`src/hw/rtl/lpcd_pkg.sv`:
```
`timescale 1ns / 1ps
// lpcd_pkg: shared types and constants for the LRU priority cache directory.
// No dependencies.
package lpcd_pkg;

  localparam int ENTRIES_DEF  = 8;
  localparam int KEY_BITS_DEF = 64;
  localparam int IN_KEY_W     = 64;
  localparam int SLOT_W       = 3;
  localparam int PRIO_W       = 16;

  localparam logic signed [PRIO_W-1:0] PRIO_MIN = {1'b1, {(PRIO_W-1){1'b0}}};

  localparam logic KIND_LOOKUP = 1'b0;
  localparam logic KIND_INSERT = 1'b1;

  typedef enum logic [2:0] {
    ST_IDLE,
    ST_SCAN,
    ST_DECIDE,
    ST_UPDATE,
    ST_DONE
  } lpcd_state_t;

  typedef struct packed {
    logic rd_en;
    logic key_we;
    logic prio_we;
  } lpcd_mem_ctl_t;

endpackage

```
`src/hw/rtl/lpcd_store.sv`:
```
`timescale 1ns / 1ps
// lpcd_store: slot key and priority memories with registered reads, plus
// per-slot valid flags. Depends on lpcd_pkg.
module lpcd_store import lpcd_pkg::*; #(
  parameter int ENTRIES  = ENTRIES_DEF,
  parameter int KEY_BITS = KEY_BITS_DEF,
  parameter int IDX_W    = $clog2(ENTRIES)
) (
  input  logic                      clk,
  input  logic                      rst_n,
  input  lpcd_mem_ctl_t             ctl,
  input  logic [IDX_W-1:0]          rd_addr,
  input  logic [IDX_W-1:0]          key_waddr,
  input  logic [KEY_BITS-1:0]       key_wdata,
  input  logic [IDX_W-1:0]          prio_waddr,
  input  logic signed [PRIO_W-1:0]  prio_wdata,
  output logic [KEY_BITS-1:0]       key_rdata,
  output logic signed [PRIO_W-1:0]  prio_rdata,
  output logic [ENTRIES-1:0]        valid
);

  logic [KEY_BITS-1:0]      key_mem  [ENTRIES];
  logic signed [PRIO_W-1:0] prio_mem [ENTRIES];
  logic [ENTRIES-1:0]       valid_r;

  always_ff @(posedge clk) begin
    if (ctl.key_we) begin
      key_mem[key_waddr] <= key_wdata;
    end
    if (ctl.rd_en) begin
      key_rdata <= key_mem[rd_addr];
    end
  end

  always_ff @(posedge clk) begin
    if (ctl.prio_we) begin
      prio_mem[prio_waddr] <= prio_wdata;
    end
    if (ctl.rd_en) begin
      prio_rdata <= prio_mem[rd_addr];
    end
  end

  always_ff @(posedge clk) begin
    if (!rst_n) begin
      valid_r <= '0;
    end else if (ctl.key_we) begin
      valid_r[key_waddr] <= 1'b1;
    end
  end

  assign valid = valid_r;

endmodule

```
`src/hw/rtl/lpcd_seq.sv`:
```
`timescale 1ns / 1ps
// lpcd_seq: sequencer and shared compare/decrement unit; walks the slots
// once for match and victim search and, unless a lookup misses, once for the priority update. Depends on lpcd_pkg.
module lpcd_seq import lpcd_pkg::*; #(
  parameter int ENTRIES  = ENTRIES_DEF,
  parameter int KEY_BITS = KEY_BITS_DEF,
  parameter int IDX_W    = $clog2(ENTRIES)
) (
  input  logic                      clk,
  input  logic                      rst_n,
  input  logic                      start,
  input  logic                      kind,
  input  logic [KEY_BITS-1:0]       key,
  output logic                      busy,
  output logic                      res_valid,
  output logic                      res_hit,
  output logic [SLOT_W-1:0]         res_slot,
  output logic                      res_replaced,
  output lpcd_mem_ctl_t             mem_ctl,
  output logic [IDX_W-1:0]          rd_addr,
  output logic [IDX_W-1:0]          key_waddr,
  output logic [KEY_BITS-1:0]       key_wdata,
  output logic [IDX_W-1:0]          prio_waddr,
  output logic signed [PRIO_W-1:0]  prio_wdata,
  input  logic [KEY_BITS-1:0]       key_rdata,
  input  logic signed [PRIO_W-1:0]  prio_rdata,
  input  logic [ENTRIES-1:0]        valid
);

  localparam int CNT_W = $clog2(ENTRIES + 1);
  localparam logic [CNT_W-1:0] CNT_END = CNT_W'(ENTRIES);
  localparam logic signed [PRIO_W-1:0] PRIO_TOP = PRIO_W'(ENTRIES);

  lpcd_state_t state_r, state_nxt;

  logic [CNT_W-1:0]         cnt_r;
  logic                     rd_vld_r;
  logic [IDX_W-1:0]         rd_idx_r;
  logic                     kind_r;
  logic [KEY_BITS-1:0]      key_r;
  logic                     found_r;
  logic [IDX_W-1:0]         found_idx_r;
  logic                     empty_r;
  logic [IDX_W-1:0]         empty_idx_r;
  logic signed [PRIO_W-1:0] low_r;
  logic [IDX_W-1:0]         low_idx_r;
  logic                     hit_r;
  logic                     repl_r;
  logic [IDX_W-1:0]         used_r;
  logic [IDX_W-1:0]         victim;
  logic                     issue;
  logic                     cnt_done;
  logic                     rd_slot_valid;
  logic [IDX_W+SLOT_W-1:0]  used_ext;

  assign cnt_done      = (cnt_r == CNT_END);
  assign issue         = ((state_r == ST_SCAN) || (state_r == ST_UPDATE)) && !cnt_done;
  assign rd_slot_valid = valid[rd_idx_r];
  assign victim        = empty_r ? empty_idx_r : low_idx_r;
  assign used_ext      = {{SLOT_W{1'b0}}, used_r};

  always_comb begin
    state_nxt = state_r;
    unique case (state_r)
      ST_IDLE: begin
        if (start) state_nxt = ST_SCAN;
      end
      ST_SCAN: begin
        if (cnt_done) state_nxt = ST_DECIDE;
      end
      ST_DECIDE: begin
        if (kind_r == KIND_LOOKUP && !found_r) state_nxt = ST_DONE;
        else state_nxt = ST_UPDATE;
      end
      ST_UPDATE: begin
        if (cnt_done) state_nxt = ST_DONE;
      end
      ST_DONE: begin
        state_nxt = ST_IDLE;
      end
      default: state_nxt = ST_IDLE;
    endcase
  end

  always_ff @(posedge clk) begin
    if (!rst_n) begin
      state_r  <= ST_IDLE;
      rd_vld_r <= 1'b0;
    end else begin
      state_r  <= state_nxt;
      rd_vld_r <= issue;
    end
  end

  // counter, read pipeline tag, scan bookkeeping
  always_ff @(posedge clk) begin
    rd_idx_r <= cnt_r[IDX_W-1:0];
    if (state_r == ST_IDLE || state_r == ST_DECIDE) begin
      cnt_r <= '0;
    end else if (issue) begin
      cnt_r <= cnt_r + 1'b1;
    end

    if (state_r == ST_IDLE) begin
      kind_r  <= kind;
      key_r   <= key;
      found_r <= 1'b0;
      empty_r <= 1'b0;
      low_r   <= PRIO_TOP;
      found_idx_r <= '0;
      empty_idx_r <= '0;
      low_idx_r   <= '0;
    end else if (state_r == ST_SCAN && rd_vld_r) begin
      if (rd_slot_valid) begin
        if (!found_r && key_rdata == key_r) begin
          found_r     <= 1'b1;
          found_idx_r <= rd_idx_r;
        end
        if (prio_rdata < low_r) begin
          low_r     <= prio_rdata;
          low_idx_r <= rd_idx_r;
        end
      end else if (!empty_r) begin
        empty_r     <= 1'b1;
        empty_idx_r <= rd_idx_r;
      end
    end

    if (state_r == ST_DECIDE) begin
      if (kind_r == KIND_INSERT) begin
        hit_r  <= 1'b0;
        repl_r <= !empty_r;
        used_r <= victim;
      end else begin
        hit_r  <= found_r;
        repl_r <= 1'b0;
        used_r <= found_r ? found_idx_r : '0;
      end
    end
  end

  // priority update unit
  always_comb begin
    if (rd_idx_r == used_r) begin
      prio_wdata = PRIO_TOP;
    end else if (rd_slot_valid && prio_rdata != PRIO_MIN) begin
      prio_wdata = prio_rdata - PRIO_W'(1);
    end else begin
      prio_wdata = prio_rdata;
    end
  end

  always_comb begin
    busy           = (state_r != ST_IDLE);
    res_valid      = (state_r == ST_DONE);
    mem_ctl.rd_en  = issue;
    mem_ctl.key_we = (state_r == ST_DECIDE) && (kind_r == KIND_INSERT);
    mem_ctl.prio_we = (state_r == ST_UPDATE) && rd_vld_r;
  end

  assign rd_addr      = cnt_r[IDX_W-1:0];
  assign key_waddr    = victim;
  assign key_wdata    = key_r;
  assign prio_waddr   = rd_idx_r;
  assign res_hit      = hit_r;
  assign res_replaced = repl_r;
  assign res_slot     = used_ext[SLOT_W-1:0];

endmodule

```
`src/hw/rtl/lru_priority_cache_directory_core.sv`:
```
`timescale 1ns / 1ps
// lru_priority_cache_directory_core: top level of the fully associative
// directory with counter-based LRU replacement. Depends on lpcd_pkg, lpcd_store, lpcd_seq.

// A transaction is taken when start is high and busy is low; busy then stays
// high until the result has been shown. The slots are walked once through the
// single read port of the key and priority memories for the match and victim
// search, then, unless a lookup misses, once more for the read-modify-write of
// the priorities. The next transaction is taken in the idle cycle after the
// result. The result sits on the out_ ports for exactly one cycle with
// out_valid high; the receiver cannot stall it. No clearing pass after reset.
module lru_priority_cache_directory_core import lpcd_pkg::*; #(
  parameter int ENTRIES  = ENTRIES_DEF,
  parameter int KEY_BITS = KEY_BITS_DEF
) (
  input  logic                clk,
  input  logic                rst_n,
  input  logic                start,
  output logic                busy,
  input  logic                in_kind,
  input  logic [IN_KEY_W-1:0] in_key,
  output logic                out_valid,
  output logic                out_hit,
  output logic [SLOT_W-1:0]   out_slot,
  output logic                out_replaced
);

  localparam int IDX_W = $clog2(ENTRIES);

  lpcd_mem_ctl_t            mem_ctl;
  logic [IDX_W-1:0]         rd_addr;
  logic [IDX_W-1:0]         key_waddr;
  logic [KEY_BITS-1:0]      key_wdata;
  logic [IDX_W-1:0]         prio_waddr;
  logic signed [PRIO_W-1:0] prio_wdata;
  logic [KEY_BITS-1:0]      key_rdata;
  logic signed [PRIO_W-1:0] prio_rdata;
  logic [ENTRIES-1:0]       valid;

  lpcd_seq #(
    .ENTRIES  (ENTRIES),
    .KEY_BITS (KEY_BITS),
    .IDX_W    (IDX_W)
  ) u_seq (
    .clk          (clk),
    .rst_n        (rst_n),
    .start        (start),
    .kind         (in_kind),
    .key          (in_key[KEY_BITS-1:0]),
    .busy         (busy),
    .res_valid    (out_valid),
    .res_hit      (out_hit),
    .res_slot     (out_slot),
    .res_replaced (out_replaced),
    .mem_ctl      (mem_ctl),
    .rd_addr      (rd_addr),
    .key_waddr    (key_waddr),
    .key_wdata    (key_wdata),
    .prio_waddr   (prio_waddr),
    .prio_wdata   (prio_wdata),
    .key_rdata    (key_rdata),
    .prio_rdata   (prio_rdata),
    .valid        (valid)
  );

  lpcd_store #(
    .ENTRIES  (ENTRIES),
    .KEY_BITS (KEY_BITS),
    .IDX_W    (IDX_W)
  ) u_store (
    .clk        (clk),
    .rst_n      (rst_n),
    .ctl        (mem_ctl),
    .rd_addr    (rd_addr),
    .key_waddr  (key_waddr),
    .key_wdata  (key_wdata),
    .prio_waddr (prio_waddr),
    .prio_wdata (prio_wdata),
    .key_rdata  (key_rdata),
    .prio_rdata (prio_rdata),
    .valid      (valid)
  );

endmodule
```
`config.mk`:
```
export PLATFORM = sky130hd
export DESIGN_NAME = lru_priority_cache_directory_core
export DESIGN_NICKNAME = d
export VERILOG_FILES = /design/src/hw/rtl/lpcd_pkg.sv /design/src/hw/rtl/lpcd_store.sv /design/src/hw/rtl/lpcd_seq.sv /design/src/hw/rtl/lru_priority_cache_directory_core.sv
export SDC_FILE = /design/constraint.sdc
export NUM_CORES = 1
export LEC_CHECK = 0
export BUFFER_PORTS_ARGS = -buffer_cell sky130_fd_sc_hd__buf_2
export CAP_MARGIN = 20
export CORE_UTILIZATION = 65
export DETAILED_ROUTE_END_ITERATION = 8
export PLACE_DENSITY = 0.82
export SLEW_MARGIN = 20
export SYNTH_ARGS = -nofsm -noshare
export SYNTH_HDL_FRONTEND = slang
export SYNTH_SLANG_ARGS = --single-unit
```
`constraint.sdc`:
```
create_clock -name clk -period 15.3 [get_ports clk]
set_clock_uncertainty 0.05 [all_clocks]
set_input_delay 3.06 -clock clk [delete_from_list [all_inputs] [get_ports clk]]
set_output_delay 3.06 -clock clk [all_outputs]
set_load 0.03 [all_outputs]
```
==> results of run 1 <==
## area by class of cell
cell class | instances | area (um2)
Multi-Input combinational cell | 737 | 7050
Sequential cell | 836 | 24700
Timing Repair Buffer | 94 | 520
Clock inverter | 52 | 422
Fill cell | 2598 | 12400
Tap cell | 656 | 821
Clock buffer | 93 | 2080
Inverter | 45 | 171
## state kept, by name, indices dropped and copies added, names as in the netlist, 4 cells and up
signal              flops
u_seq.key_wdata        64
u_store.valid           8
u_store.prio_rdata     16
u_store.key_rdata      64
u_store.key_mem       512
u_seq.cnt_r             4
u_seq.low_r            16
u_store.prio_mem      128
## placed cells by master (no fill, tap or decap), types with 19 or more instances in the layout
| master | netlist | final |
|---|---|---|
| clkinv_1 | 0 | 27 |
| ha_1 | 19 | 19 |
| clkbuf_16 | 0 | 81 |
| nand2_1 | 281 | 281 |
| inv_1 | 44 | 43 |
| mux4_2 | 162 | 162 |
| xor2_1 | 56 | 56 |
| edfxtp_1 | 790 | 790 |
| buf_4 | 0 | 20 |
| dfxtp_1 | 46 | 43 |
| buf_2 | 11 | 74 |
| nor2_1 | 47 | 33 |
| mux2i_1 | 28 | 28 |
## worst max path at each step
stage / start / endpoint / slack (ns) / cells after the start
5_1_grt: u_seq.state_r[1] / busy / 10.23 / 3
3_5_place_dp: u_seq.state_r[1] / busy / 10.99 / 3
3_3_place_gp: u_seq.state_r[2] / busy / 11.00 / 3
4_1_cts: u_seq.state_r[1] / busy / 10.31 / 3
6_report: u_seq.state_r[1] / busy / 10.33 / 3
2_1_floorplan: u_seq.cnt_r[0] / u_seq.state_r[1] / 8.46 / 10
## stage by stage
stage / hold WS (ns) / util
finish: 0.409 / 0.742
global route: 0.435 / 0.742
CTS: 0.413 / 0.742
detailed placement: 0.404 / 0.690
global placement: 0.392 / 0.690
floorplan: 0.279 / -
## power by group through the flow
stage / sequential, W / clock [W] / combinational (W)
floorplan: 0.00279 / 0 / 0.000257
global placement: 0.00283 / 0 / 0.000330
detailed placement: 0.00284 / 0 / 0.000342
CTS: 0.00280 / 0.00191 / 0.000349
global route: 0.00281 / 0.00199 / 0.000374
finish: 0.00280 / 0.00189 / 0.000345
## per-layer routing
layer | wire length, um | share of wire
met1 | 25700 | 0.39
met3 | 4940 | 0.074
met5 | 0 | 0
met2 | 33800 | 0.51
met4 | 1880 | 0.028
## worst max-delay path: cells and delay by family, from the launching register on
kind	cells	cell delay, ns
DFF	1	0.51
and+or+nand+nor	1	0.17
buffers and inverters	2	0.55
## kinds of logic (layout without fill, tap and decap cells)
kind of cell,Yosys count,in the layout,share of synthesized area
adder cells (fa/ha/maj),19,19,0.00742
flip-flops,836,836,0.770
buffers and inverters,112,284,0.0141
multiplexers,196,196,0.126
AO/OA/AOI/OAI,49,49,0.0108
AND/OR/NAND/NOR,404,404,0.0537
XOR/XNOR,69,69,0.0189
==> impl_metrics.env, run 1 <==
export IMPL_path_cells="or3_1 > buf_4 > buf_2"
export IMPL_cts_setup_buffers=0
export IMPL_place_area_um2=33200
export IMPL_p_switching_w=0.00116
export IMPL_layout_nets=1881
export IMPL_cp_start_kind="register"
export IMPL_ff2ff_setup_slack_ns=11.54
export IMPL_yosysTopAreaCell="edfxtp_1"
export IMPL_r2r_end="u_seq.state_r[1]"
export IMPL_swShare=0.230
export IMPL_grt_setup_unrepaired="no"
export IMPL_initial_core_util=0.665
export IMPL_p_int_w=0.00388
export IMPL_hold_viol=0
export IMPL_synth_cells=1685
export IMPL_fin_setup_tns_ns=0
export IMPL_ys_seq_area_frac=0.770
export IMPL_antenna_left=0
export IMPL_numCtsBuffers=80
export IMPL_wl_per_cell_um=26.4
export IMPL_min_delay_path_depth=2
export IMPL_p_seq_frac=0.556
export IMPL_rows=80
export IMPL_worstPathRequired_ns=12.19
export IMPL_io_buffer_count=74
export IMPL_arrival_ns=1.86
export IMPL_dieArea_um2=50200
export IMPL_drt_total_wl_um=66400
export IMPL_clkTransAtPathRegs_ns=0.06
export IMPL_synth_ff_type="edfxtp_1"
export IMPL_status="finished clean"
export IMPL_pwr_share_comb=0.068
export IMPL_dieHeight_um=224
export IMPL_synth_seq_cells=836
export IMPL_fin_cells=2513
export IMPL_finalMaxSlewViolations=0
export IMPL_drtPass1Iterations=5
export IMPL_netlist_area_leader_share=0.741
export IMPL_post_place_cells=2368
export IMPL_p_leak_nw=11.8
export IMPL_cts_root_buf="clkbuf_16"
export IMPL_slowest_delay_ns=0.51
export IMPL_ios=75
export IMPL_slowest_stage="dfxtp_1"
export IMPL_netlist_area_um2=32000
export IMPL_top_usage_layer="met2"
export IMPL_fin_area_um2=35700
export IMPL_die_w_um=224
export IMPL_synth_commonest_cells="edfxtp_1, nand2_1, mux4_2, xor2_1, nor2_1"
export IMPL_vias=15968
export IMPL_async_flop_share=0
export IMPL_cts_resized=0
export IMPL_finalCriticalPeriod_ns=4.97
export IMPL_htree_levels=3
export IMPL_endpoint_kind="primary output"
export IMPL_maxCapViolations=0
export IMPL_viasPerCell=6.35
export IMPL_tightest_slew_ns=1.13
export IMPL_diodes=0
export IMPL_syn_nets=1772
export IMPL_drc_errors=0
export IMPL_synth_most_common_cell="edfxtp_1"
export IMPL_cts_tree="built"
export IMPL_hold_class="reg2reg"
export IMPL_ys_warn_count=0
export IMPL_setup_slack_ns=10.33
export IMPL_grt_pass1_vias=16848
export IMPL_drt_iter0_markers=1717
export IMPL_setup_violations=0
export IMPL_dp_hpwl_um=34500
export IMPL_track_usage=0.276
export IMPL_synth_distinct_cells=51
export IMPL_met2_usage=0.459
export IMPL_layout_drive_gt1_share=0.213
export IMPL_ir_worst_vdd_v=0.000124
export IMPL_synth_edf_count=790
export IMPL_clock_latency_ns=0.63
export IMPL_relSlewSlack=0.249
export IMPL_pwr_share_clk=0.376
export IMPL_postSynthAreaPerCell_um2=19.0
export IMPL_r2r_cells=8
export IMPL_synthTopCellsByArea="edfxtp_1, mux4_2, nand2_1, dfxtp_1, xor2_1"
export IMPL_fp_coreArea_um2=48100
export IMPL_finalCritPeriodShare=0.325
export IMPL_clock_sinks=836
export IMPL_area_delta_synth_final_pct=11.6
export IMPL_fmax_mhz=201
export IMPL_grt_pass1_wl_um=100000
export IMPL_hold_buffers=0
export IMPL_cts_max_path_buffers=3
export IMPL_grt_ovfl_total=0
export IMPL_place_gp_congestion=0.806
export IMPL_pre_cts_slack_ns=10.99
export IMPL_worst_path_max_fanout=28
export IMPL_use_met1=0.378
export IMPL_min_to="u_seq.low_r[8]"
export IMPL_p_per_area_nw_per_um2=141
export IMPL_min_delay_start="u_seq.low_r[8]"
export IMPL_antenna_found_initial=1
export IMPL_r2r_start="u_seq.cnt_r[2]"
export IMPL_criticalPathCategory="reg2out"
export IMPL_grt_max_degree=70
export IMPL_finalPower_w=0.00504
export IMPL_met3_usage=0.0443
Power figures use the tool's default switching activity.
==> run 2, diff against run 1 <==
- CORE_UTILIZATION: 65 -> 56
- PLACE_DENSITY: 0.82 -> 0.75
- clock period: 15.3 -> 4 ns (I/O delays scaled with it)
==> impl_metrics.env, run 2 (synthesis results as in run 1) <==
export IMPL_cts_setup_buffers=0
export IMPL_fmax_mhz=298
export IMPL_hold_class="in2reg"
export IMPL_mostFrequentLayoutCells="edfxtp_1, nand2_1, mux4_2, clkbuf_16, buf_2"
export IMPL_hold_viol=0
export IMPL_wl_met1_um=27000
export IMPL_hold_buffers=0
export IMPL_clock_latency_ns=0.64
export IMPL_grt_pass1_vias=16317
export IMPL_layout_nets=1897
export IMPL_initial_core_util=0.567
export IMPL_rows=87
export IMPL_ir_worst_vdd_v=0.000480
export IMPL_ff2ff_setup_slack_ns=0.65
export IMPL_utilization=0.641
export IMPL_relSlewSlack=0.285
export IMPL_dieHeight_um=241
export IMPL_dieArea_um2=58100
export IMPL_setup_slack_ns=0.649
export IMPL_cts_tree="built"
export IMPL_finalMaxSlewViolations=0
export IMPL_tightest_slew_ns=1.07
export IMPL_path_cells="mux4_2 > mux2i_4 > a41oi_2 > nand3_1 > or4_1 > a21oi_1"
export IMPL_final_common_cell="edfxtp_1"
export IMPL_worstPathRequired_ns=4.30
export IMPL_slowest_delay_ns=0.68
export IMPL_finalPower_w=0.0197
export IMPL_numCtsBuffers=82
export IMPL_p_switching_w=0.00452
export IMPL_drc_errors=0
export IMPL_p_per_area_nw_per_um2=544
export IMPL_vias=15912
export IMPL_place_gp_congestion=0.846
export IMPL_die_w_um=241
export IMPL_area_delta_synth_final_pct=13.1
export IMPL_cts_root_buf="clkbuf_16"
export IMPL_r2r_end="u_store.prio_mem[4][10]"
export IMPL_pwr_share_comb=0.070
export IMPL_maxCapViolations=0
export IMPL_min_delay_path_depth=1
export IMPL_p_seq_frac=0.543
export IMPL_seqCellArea_um2=24700
export IMPL_criticalPathCategory="reg2reg"
export IMPL_cts_resized=0
export IMPL_ios=75
export IMPL_dp_hpwl_um=36100
export IMPL_r2r_cells=6
export IMPL_nFillCells=3650
export IMPL_min_delay_start="in_key[9]"
export IMPL_grt_max_degree=83
export IMPL_crit_family="compound AO/OA/AOI/OAI gates"
export IMPL_slowest_stage="a41oi_2"
export IMPL_pre_cts_slack_ns=0.682
export IMPL_largest_register_ffs=512
export IMPL_p_int_w=0.0152
export IMPL_whs_ns=0.284
export IMPL_endpoint_kind="register"
export IMPL_worst_path_max_fanout=16
export IMPL_largestRegisters="u_store.key_mem x512, u_store.prio_mem x128"
export IMPL_wl_met3_um=4450
export IMPL_arrival_ns=3.65
export IMPL_p_leak_nw=12.0
export IMPL_antenna_found_initial=0
export IMPL_multiInputGateArea_um2=7040
export IMPL_grt_ovfl_total=0
export IMPL_finalCritPeriodShare=0.838
export IMPL_wl_per_cell_um=25.6
export IMPL_drt_total_wl_um=67500
export IMPL_status="finished clean"
export IMPL_largest_register="u_store.key_mem"
export IMPL_finalCriticalPeriod_ns=3.35
export IMPL_grt_pass1_wl_um=101000
export IMPL_swShare=0.230
export IMPL_drtPass1Iterations=6
export IMPL_grt_setup_unrepaired="no"
export IMPL_critical_path_buf_inv_count=0
export IMPL_dr_wl_met2_um=34100
export IMPL_fin_setup_tns_ns=0
export IMPL_clkTransAtPathRegs_ns=0.07
export IMPL_diodes=0
export IMPL_clock_sinks=836
export IMPL_topRoutingLayerUsed="met4"
export IMPL_min_to="u_seq.key_wdata[9]"
export IMPL_drt_iter0_markers=1549
export IMPL_fp_coreArea_um2=56500
export IMPL_cts_max_path_buffers=3
export IMPL_setup_violations=0
export IMPL_viasPerCell=6.05
export IMPL_io_buffer_count=74
export IMPL_pwr_share_clk=0.387
export IMPL_htree_levels=3
export IMPL_antenna_left=0
export IMPL_cp_start_kind="register"
export IMPL_layout_drive_gt1_share=0.226
export IMPL_r2r_start="u_seq.prio_waddr[1]"
export IMPL_track_usage=0.241
run 2: changes by cell type in the layout (fill, tap and decap cells not counted), moves of 3 or more:
cell       before  now
clkbuf_1       11   14
buf_4          20   23
buf_12          0   11
clkinv_1       27   15
bufinv_16       5    8
clkinv_2       13   21
run 2: how the worst max path moves through the flow:
stage                                   start                      end  depth (start not counted)
final                     u_seq.prio_waddr[1]  u_store.prio_mem[4][10]                          6
after CTS                 u_seq.prio_waddr[1]  u_store.prio_mem[4][10]                          6
after global placement    u_seq.prio_waddr[1]  u_store.prio_mem[0][10]                          6
after global routing      u_seq.prio_waddr[1]  u_store.prio_mem[2][10]                          6
after detailed placement  u_seq.prio_waddr[1]  u_store.prio_mem[2][10]                          6
after floorplan                 u_seq.empty_r    u_store.key_mem[0][0]                          5
run 2: per-stage QoR:
| step | std cells | area (um2) |
|---|---|---|
| finish | 2631 | 36200 |
| global route | 2631 | 36200 |
| CTS | 2631 | 36200 |
| detailed placement | 2482 | 33600 |
| global placement | 2482 | 33600 |
| floorplan | 1685 | 32000 |
run 2: area by class of cell:
cell class                 instances  area share
sequential                       836       0.681
multi-input combinational        737       0.194
clock buffer                      98      0.0592
tap                              756      0.0261
timing repair buffer             108      0.0211
clock inverter                    51      0.0138
inverter                          45     0.00473
run 2: routing by layer:
metal / vias to the layer above / GRT usage
met5: - / 0
met4: 0 / 0.0852
met3: 107 / 0.0341
met2: 686 / 0.402
met1: 8311 / 0.329
li1: 6808 / -
run 2: power groups by stage:
stage | sequential, W | clock, W | combinational [W]
finish | 0.0107 | 0.00762 | 0.00138
global route | 0.0107 | 0.00805 | 0.00149
CTS | 0.0107 | 0.00772 | 0.00140
detailed placement | 0.0109 | 0 | 0.00137
global placement | 0.0108 | 0 | 0.00135
floorplan | 0.0107 | 0 | 0.000987
